--- src/rtl/ialu_pkg.sv ---
package ialu_pkg;

  // Default widths for the top level parameters.
  localparam int unsigned DataWidthDef    = 32;
  localparam int unsigned RootFracBitsDef = 16;

  // Operation codes carried in the input tuser.
  localparam logic [2:0] FUNC_ADD  = 3'd0;
  localparam logic [2:0] FUNC_SUB  = 3'd1;
  localparam logic [2:0] FUNC_MUL  = 3'd2;
  localparam logic [2:0] FUNC_DIV  = 3'd3;
  localparam logic [2:0] FUNC_POW  = 3'd4;
  localparam logic [2:0] FUNC_ROOT = 3'd5;

  // Status codes of a result item.
  typedef enum logic [1:0] {
    ST_OK   = 2'd0,
    ST_DIV0 = 2'd1,
    ST_ROOT = 2'd2
  } status_e;

  // Commands from the controller to the datapath.
  typedef struct packed {
    logic start;
    logic step;
    logic load_out;
  } cmd_t;

  // Status from the datapath to the controller.
  typedef struct packed {
    logic done;
  } sts_t;

endpackage

--- src/rtl/ialu_dp.sv ---
module ialu_dp #(
  parameter int unsigned DATA_WIDTH     = ialu_pkg::DataWidthDef,
  parameter int unsigned ROOT_FRAC_BITS = ialu_pkg::RootFracBitsDef
) (
  input  logic               clk_i,
  input  logic               rst_ni,
  input  ialu_pkg::cmd_t     cmd_i,
  output ialu_pkg::sts_t     sts_o,
  input  logic [2:0]         func_i,
  input  logic [31:0]        operand_a_i,
  input  logic [31:0]        operand_b_i,
  output logic [31:0]        int_result_o,
  output logic [31:0]        root_q16_o,
  output logic [1:0]         status_o
);
  import ialu_pkg::*;

  localparam int unsigned DW   = DATA_WIDTH;
  localparam int unsigned RADW = DW + 2 * ROOT_FRAC_BITS + (DW % 2);
  localparam int unsigned HALF = RADW / 2;
  localparam int unsigned MAXN = (DW > HALF) ? DW : HALF;
  localparam int unsigned CW   = (MAXN > 2) ? $clog2(MAXN) : 1;

  logic [DW-1:0] a_u, b_u;
  logic          a_neg, b_neg;
  logic [DW-1:0] a_mag, b_mag;

  logic [2:0]      func_q;
  logic            active_q, active_d;
  logic [CW-1:0]   cnt_q, cnt_d;
  logic [DW-1:0]   acc_q, acc_d;
  logic [DW-1:0]   base_q, base_d;
  logic [DW-1:0]   exp_q, exp_d;
  logic            phase_q, phase_d;
  logic            neg_q, neg_d;
  logic [DW-1:0]   dvd_q, dvd_d;
  logic [DW-1:0]   dvs_q, dvs_d;
  logic [DW-1:0]   rem_q, rem_d;
  logic [RADW-1:0] rad_q, rad_d;
  logic [HALF:0]   srem_q, srem_d;
  logic [HALF-1:0] res_q, res_d;
  status_e         st_q, st_d;

  logic [DW-1:0]   mul_x, mul_y, mul_p;
  logic [DW:0]     rem_sh, rem_sub;
  logic            div_bit;
  logic [DW-1:0]   quo;
  logic [HALF+2:0] srem_sh, strial, ssub;
  logic            sq_bit;

  // Operands are taken at the datapath width.
  assign a_u   = operand_a_i[DW-1:0];
  assign b_u   = operand_b_i[DW-1:0];
  assign a_neg = a_u[DW-1];
  assign b_neg = b_u[DW-1];
  assign a_mag = a_neg ? (~a_u + DW'(1)) : a_u;
  assign b_mag = b_neg ? (~b_u + DW'(1)) : b_u;

  // One shared multiplier for multiply and the power steps.
  always_comb begin
    mul_x = a_u;
    mul_y = b_u;
    if (!cmd_i.start) begin
      if (phase_q) begin
        mul_x = base_q;
        mul_y = base_q;
      end else begin
        mul_x = acc_q;
        mul_y = base_q;
      end
    end
  end
  assign mul_p = mul_x * mul_y;

  // Restoring divide step on magnitudes.
  assign rem_sh  = {rem_q, dvd_q[DW-1]};
  assign rem_sub = rem_sh - {1'b0, dvs_q};
  assign div_bit = !rem_sub[DW];
  assign quo     = {dvd_q[DW-2:0], div_bit};

  // Digit-by-digit root step, two radicand bits per cycle.
  assign srem_sh = {srem_q, rad_q[RADW-1 -: 2]};
  assign strial  = {1'b0, res_q, 2'b01};
  assign ssub    = srem_sh - strial;
  assign sq_bit  = !ssub[HALF+2];

  // Next state of the datapath.
  always_comb begin
    active_d = active_q;
    cnt_d    = cnt_q;
    acc_d    = acc_q;
    base_d   = base_q;
    exp_d    = exp_q;
    phase_d  = phase_q;
    neg_d    = neg_q;
    dvd_d    = dvd_q;
    dvs_d    = dvs_q;
    rem_d    = rem_q;
    rad_d    = rad_q;
    srem_d   = srem_q;
    res_d    = res_q;
    st_d     = st_q;
    if (cmd_i.start) begin
      active_d = 1'b0;
      acc_d    = '0;
      res_d    = '0;
      st_d     = ST_OK;
      phase_d  = 1'b0;
      unique case (func_i)
        FUNC_ADD: acc_d = a_u + b_u;
        FUNC_SUB: acc_d = a_u - b_u;
        FUNC_MUL: acc_d = mul_p;
        FUNC_DIV: begin
          if (b_u == '0) begin
            st_d = ST_DIV0;
          end else begin
            active_d = 1'b1;
            dvd_d    = a_mag;
            dvs_d    = b_mag;
            rem_d    = '0;
            neg_d    = a_neg ^ b_neg;
            cnt_d    = CW'(DW - 1);
          end
        end
        FUNC_POW: begin
          priority if (!b_neg && (b_u != '0)) begin
            active_d = 1'b1;
            acc_d    = DW'(1);
            base_d   = a_u;
            exp_d    = b_u;
          end else if (b_u == '0) begin
            acc_d = DW'(1);
          end else if (a_u == '0) begin
            st_d = ST_DIV0;
          end else if (a_u == DW'(1)) begin
            acc_d = DW'(1);
          end else if (a_u == '1) begin
            acc_d = b_u[0] ? '1 : DW'(1);
          end else begin
            acc_d = '0;
          end
        end
        FUNC_ROOT: begin
          if (a_neg || (a_u == '0)) begin
            st_d = ST_ROOT;
          end else begin
            active_d = 1'b1;
            rad_d    = RADW'(a_u) << (2 * ROOT_FRAC_BITS);
            srem_d   = '0;
            cnt_d    = CW'(HALF - 1);
          end
        end
        default: ;
      endcase
    end else if (cmd_i.step && active_q) begin
      unique case (func_q)
        FUNC_DIV: begin
          rem_d = div_bit ? rem_sub[DW-1:0] : rem_sh[DW-1:0];
          dvd_d = quo;
          cnt_d = cnt_q - CW'(1);
          if (cnt_q == '0) begin
            active_d = 1'b0;
            acc_d    = neg_q ? (~quo + DW'(1)) : quo;
          end
        end
        FUNC_POW: begin
          if (!phase_q) begin
            if (exp_q[0]) acc_d = mul_p;
            phase_d = 1'b1;
          end else begin
            base_d  = mul_p;
            exp_d   = exp_q >> 1;
            phase_d = 1'b0;
            if ((exp_q >> 1) == '0) active_d = 1'b0;
          end
        end
        FUNC_ROOT: begin
          srem_d = sq_bit ? ssub[HALF:0] : srem_sh[HALF:0];
          res_d  = {res_q[HALF-2:0], sq_bit};
          rad_d  = rad_q << 2;
          cnt_d  = cnt_q - CW'(1);
          if (cnt_q == '0) active_d = 1'b0;
        end
        default: active_d = 1'b0;
      endcase
    end
  end

  // Control registers of the datapath.
  always_ff @(posedge clk_i or negedge rst_ni) begin
    if (!rst_ni) begin
      active_q <= 1'b0;
      phase_q  <= 1'b0;
      cnt_q    <= '0;
    end else begin
      active_q <= active_d;
      phase_q  <= phase_d;
      cnt_q    <= cnt_d;
    end
  end

  // Working registers of the datapath.
  always_ff @(posedge clk_i) begin
    if (cmd_i.start) func_q <= func_i;
    acc_q  <= acc_d;
    base_q <= base_d;
    exp_q  <= exp_d;
    neg_q  <= neg_d;
    dvd_q  <= dvd_d;
    dvs_q  <= dvs_d;
    rem_q  <= rem_d;
    rad_q  <= rad_d;
    srem_q <= srem_d;
    res_q  <= res_d;
    st_q   <= st_d;
  end

  // Output register, loaded when the finished item moves out.
  always_ff @(posedge clk_i) begin
    if (cmd_i.load_out) begin
      int_result_o <= 32'($signed(acc_q));
      root_q16_o   <= 32'(res_q);
      status_o     <= st_q;
    end
  end

  assign sts_o.done = !active_q;

endmodule

--- src/rtl/ialu_ctrl.sv ---
module ialu_ctrl (
  input  logic           clk_i,
  input  logic           rst_ni,
  input  logic           in_valid_i,
  output logic           in_ready_o,
  output logic           out_valid_o,
  input  logic           out_ready_i,
  output ialu_pkg::cmd_t cmd_o,
  input  ialu_pkg::sts_t sts_i
);
  import ialu_pkg::*;

  typedef enum logic [1:0] {
    S_IDLE = 2'b01,
    S_BUSY = 2'b10
  } state_e;

  state_e state_q, state_d;
  logic   ovalid_q, ovalid_d;
  logic   out_free;

  assign out_free   = !ovalid_q || out_ready_i;
  assign in_ready_o = (state_q == S_IDLE);

  // Sequencing of one item through the datapath.
  always_comb begin
    state_d        = state_q;
    cmd_o.start    = 1'b0;
    cmd_o.step     = 1'b0;
    cmd_o.load_out = 1'b0;
    unique case (state_q)
      S_IDLE: begin
        if (in_valid_i) begin
          cmd_o.start = 1'b1;
          state_d     = S_BUSY;
        end
      end
      S_BUSY: begin
        cmd_o.step = 1'b1;
        if (sts_i.done && out_free) begin
          cmd_o.load_out = 1'b1;
          state_d        = S_IDLE;
        end
      end
      default: state_d = S_IDLE;
    endcase
  end

  // Result valid flag of the output register.
  always_comb begin
    if (cmd_o.load_out) ovalid_d = 1'b1;
    else if (out_ready_i) ovalid_d = 1'b0;
    else ovalid_d = ovalid_q;
  end

  always_ff @(posedge clk_i or negedge rst_ni) begin
    if (!rst_ni) begin
      state_q  <= S_IDLE;
      ovalid_q <= 1'b0;
    end else begin
      state_q  <= state_d;
      ovalid_q <= ovalid_d;
    end
  end

  assign out_valid_o = ovalid_q;

  a_start_idle: assert property (@(posedge clk_i) disable iff (!rst_ni)
    cmd_o.start |-> state_q == S_IDLE) else $error("start outside idle");
  a_load_done: assert property (@(posedge clk_i) disable iff (!rst_ni)
    cmd_o.load_out |-> sts_i.done && out_free) else $error("early or blocked load");
  a_busy_hold: assert property (@(posedge clk_i) disable iff (!rst_ni)
    (state_q == S_BUSY) && !sts_i.done |=> state_q == S_BUSY) else $error("left busy early");

endmodule

--- src/rtl/integer_alu_pow_sqrt.sv ---
// Channel  | Direction | tdata (low bit up)            | tuser
// s_axis   | in        | operand_a[31:0], operand_b    | func[2:0]
// m_axis   | out       | int_result[31:0], root_q16    | status[1:0]
//
// An item is accepted in idle; a result then comes after the datapath finishes.
// Add, subtract, multiply and the special power cases need no datapath steps.
// Divide and power run as repeated datapath steps, power on the multiplier.
// Square root runs as repeated root steps.
// Reset is asynchronous and active low; a held result stalls the next completion
// while the next item can still be accepted.
module integer_alu_pow_sqrt #(
  parameter int unsigned DATA_WIDTH     = ialu_pkg::DataWidthDef,
  parameter int unsigned ROOT_FRAC_BITS = ialu_pkg::RootFracBitsDef
) (
  input  logic        clk_i,
  input  logic        rst_ni,
  input  logic        s_axis_tvalid,
  output logic        s_axis_tready,
  input  logic [63:0] s_axis_tdata,   // operand_a, operand_b
  input  logic [2:0]  s_axis_tuser,   // func
  output logic        m_axis_tvalid,
  input  logic        m_axis_tready,
  output logic [63:0] m_axis_tdata,   // int_result, root_q16
  output logic [1:0]  m_axis_tuser    // status
);
  import ialu_pkg::*;

  cmd_t cmd;
  sts_t sts;

  ialu_ctrl u_ctrl (
    .clk_i       (clk_i),
    .rst_ni      (rst_ni),
    .in_valid_i  (s_axis_tvalid),
    .in_ready_o  (s_axis_tready),
    .out_valid_o (m_axis_tvalid),
    .out_ready_i (m_axis_tready),
    .cmd_o       (cmd),
    .sts_i       (sts)
  );

  ialu_dp #(
    .DATA_WIDTH     (DATA_WIDTH),
    .ROOT_FRAC_BITS (ROOT_FRAC_BITS)
  ) u_dp (
    .clk_i        (clk_i),
    .rst_ni       (rst_ni),
    .cmd_i        (cmd),
    .sts_o        (sts),
    .func_i       (s_axis_tuser),
    .operand_a_i  (s_axis_tdata[31:0]),
    .operand_b_i  (s_axis_tdata[63:32]),
    .int_result_o (m_axis_tdata[31:0]),
    .root_q16_o   (m_axis_tdata[63:32]),
    .status_o     (m_axis_tuser)
  );

endmodule
--- config.mk ---
export PLATFORM = sky130hd
export DESIGN_NAME = integer_alu_pow_sqrt
export DESIGN_NICKNAME = d
export VERILOG_FILES = /design/src/rtl/ialu_pkg.sv /design/src/rtl/ialu_dp.sv /design/src/rtl/ialu_ctrl.sv /design/src/rtl/integer_alu_pow_sqrt.sv
export SDC_FILE = /design/constraint.sdc
export NUM_CORES = 2
export LEC_CHECK = 0
export ABC_CLOCK_PERIOD_IN_PS = 12270
export BUFFER_PORTS_ARGS = -buffer_cell sky130_fd_sc_hd__buf_2
export CORE_AREA = 3 3 287 232
export DETAILED_ROUTE_END_ITERATION = 8
export DIE_AREA = 0 0 290 235
export GPL_ROUTABILITY_DRIVEN = 0
export HOLD_SLACK_MARGIN = 0.05
export PLACE_DENSITY = 0.78
export SKIP_CTS_REPAIR_TIMING = 1
export SLEW_MARGIN = 5
export SYNTH_ARGS = -nofsm -noshare
export SYNTH_HDL_FRONTEND = slang
export SYNTH_SLANG_ARGS = --single-unit
--- constraint.sdc ---
create_clock -name clk_i -period 12.27 [get_ports clk_i]
set_clock_uncertainty 0.05 [all_clocks]
set_input_delay 0.6135 -clock clk_i [delete_from_list [all_inputs] [get_ports clk_i]]
set_output_delay 0.6135 -clock clk_i [all_outputs]
set_load 0.05 [all_outputs]
==> flow_summary.toml <==
[outcome]
status = "completed"

[run]
drv_cap = 0

[floorplanning]
coreArea_mm2 = 0.0640
io_pins = 139
die-height_um = 235
rows = 83
fp.dieW_um = 290
die-area_mm2 = 0.0682
start_util = 0.608

[clock_network]
htree_levels = 2
numCtsBuffers = 38
cts.clk_slew.worst_paths_ns = 0.07
cts_sinks = 371
cts_buffer_depth = 3
cts_tree = "done"
cts_root_buf = "clkbuf_16"
clock_latency_ns = 0.58

[yosys]
synth_cell_types = 99
synth.top_cells.by_area = "edfxtp_1 (25%), fa_1 (21%), ha_1 (7.3%), nand2_1 (6.6%), inv_1 (4.8%)"
syn_area_per_cell_um2 = 9.11
ys_seq_elements = 371
syn-num-nets = 4974
yosysSeqAreaShare = 0.277
post-synth-top-area-cell = "edfxtp_1"
synth_cells = 4267
synth_area_mm2 = 0.0389
ys_async_sr_fraction = 0.0270
synthFlopType = "edfxtp_1"
ys_warn_count = 0
synth-edff-count = 329
yosysTopAreaCellShare = 0.254

[finish]
fin_nets = 5015
fillers = 5184
syn_to_final_growth_pct = 7.26
final_common_cell = "nand2_1"
layout_common_cells = "nand2_1 (688), inv_1 (495), nor2_1 (472)"
drive_above_1_share = 0.0802

[timing]
rsz0062_at_grt = "no"
worst_pin_slew_ns = 1.22
setup_viol = 0
final-hold-violation-count = 0
fin_crit_sh = 0.807
tns_ns = 0
layout_min_cycle_time_ns = 9.90
fmax_mhz = 101
setup_ws_ns = 2.37
slew_headroom = 0.175
slew_violations = 0

[route]
drc = 0
via_count = 32973
drt-initial-drc-count = 4581
drtAntennaViolNets = 0
drt_first_pass_iters = 9
wl_per_cell_um = 23.6
drt_wl_total_um = 123000
avgViaCountPerCell = 6.34

[global_routing]
grt_antenna_before_repair = 11
grt_max_degree = 170
grt.overflow.total = 0
grt_pass1_vias = 31590
grt_pass1_wl_um = 187000
grt_usage = 0.355

[setup_path]
critPathArrivalTime_ns = 10.12
cp.required_ns = 12.49
worst-path-max-fanout = 87
endpoint_kind = "register"
crit_type = "register to register"
start_kind = "register"

[place]
pre_cts_ws_ns = 2.40
dp_hpwl_um = 94700
io_buffers = 138

[worst_hold_path]
hp-class = "input port to register"
==> synthesized netlist by cell type (all sizes together), types with 8 or more instances <==
library cell	n
edfxtp	329
o31ai	68
mux2	10
nor2	474
or4	11
buf	49
inv	497
o221ai	9
nand2	688
o21a	45
a21o	46
and2	16
dfxtp	32
a21boi	9
nand2b	36
o22ai	17
nor2b	27
o41ai	15
nand3b	8
fa	410
nand4b	19
a21oi	169
mux2i	63
nor3	41
nand4	22
ha	226
a31oi	20
clkbuf	154
or3	30
nor4	23
or2	15
dfrtp	9
o21ai	210
o21bai	13
and3	22
a211oi	21
xor2	116
nand3	56
o211ai	14
xnor2	150
==> layout make-up <==
cell class / count / area [um2] / area share
multi-input cells: 3196 / 25500 / 0.611
flip-flops and latches: 371 / 10800 / 0.258
inverters: 497 / 1870 / 0.0449
repair buffers: 204 / 1200 / 0.0288
well taps: 850 / 1060 / 0.0255
clock buffers: 49 / 1020 / 0.0245
clock inverters: 20 / 254 / 0.00609
diodes: 13 / 32.5 / 0.000780
==> logic make-up (layout without fill, tap and decap cells) <==
| kind of cell | count (synthesis) | count (layout) | synth area share |
|---|---|---|---|
| buf+inv | 700 | 770 | 0.0700 |
| compound gates | 715 | 715 | 0.119 |
| fa+ha+maj | 636 | 636 | 0.284 |
| flops | 371 | 371 | 0.277 |
| mux | 73 | 73 | 0.0196 |
| simple gates | 1505 | 1505 | 0.170 |
| other cells | 0 | 13 | 0 |
| xor+xnor | 267 | 267 | 0.0612 |
==> final timing paths <==
path,startpoint,to,slack (ns),cells after the start
worst min-delay path,s_axis_tuser[0],u_dp.func_q[0],0.34,1
min in group asynchronous,rst_ni,u_dp.cnt_q[0],0.44,2
worst min register to register,u_dp.st_q[1],u_dp.status_o[1],0.38,0
worst max-delay path,u_ctrl.state_q[0],u_dp.acc_q[31],2.37,27
worst max register to register,u_ctrl.state_q[0],u_dp.acc_q[31],2.37,27
max in group asynchronous,rst_ni,u_ctrl.state_q[0],11.46,2
==> worst max-delay path: stages (launching register included) <==
cell and delay, ns:
dfstp_2 0.89, nand3b_4 0.19, inv_6 0.50, nand2_1 0.28
o21ai_1 0.68, nand2_1 0.18, fa_1 0.44, inv_1 0.08
fa_1 0.43, fa_1 0.52, inv_1 0.05, fa_1 0.48
inv_1 0.06, fa_1 0.48, fa_1 0.58, fa_1 0.44
fa_1 0.44, ha_1 0.41, and3_1 0.23, nand2_1 0.06
nor2_1 0.16, o21ai_0 0.23, or2_2 0.33, o21ai_0 0.55
o21ai_0 0.25, o21ai_0 0.27, xnor2_1 0.18, o221ai_1 0.14
==> sequential cells by signal, summed over array words and instances, names as in the netlist, 2 cells and up <==
name and flops:
u_dp.rem_q 32, u_dp.base_q 32, u_dp.rad_q 32, u_dp.int_result_o 32, u_dp.func_q 3, u_dp.cnt_q 5, u_dp.status_o 2, u_dp.res_q 32
u_dp.root_q16_o 32, u_dp.dvs_q 32, u_dp.exp_q 32, u_dp.acc_q 32, u_dp.st_q 2, u_ctrl.state_q 2, u_dp.dvd_q 32, u_dp.srem_q 33
==> metal layers <==
metal | vias to the layer above | routed length (um) | global-route usage
li1 | 14279 | - | -
met1 | 15759 | 47000 | 0.496
met2 | 2505 | 49600 | 0.495
met3 | 424 | 20200 | 0.144
met4 | 6 | 6070 | 0.135
met5 | - | 27 | 0
==> stage by stage <==
stage               instances  instance area, um2  hold slack (ns)  utilization
floorplan                4267               38900            0.268            -
global placement         5117               40400            0.358        0.631
detailed placement       5117               40400            0.358        0.631
CTS                      5186               41700           -0.134        0.651
global route             5192               41700            0.336        0.652
finish                   5200               41700            0.335        0.652
Power is left out: the tool's default activity adds up to more than one toggle a clock period on the data nets, which glitch-free logic cannot reach.
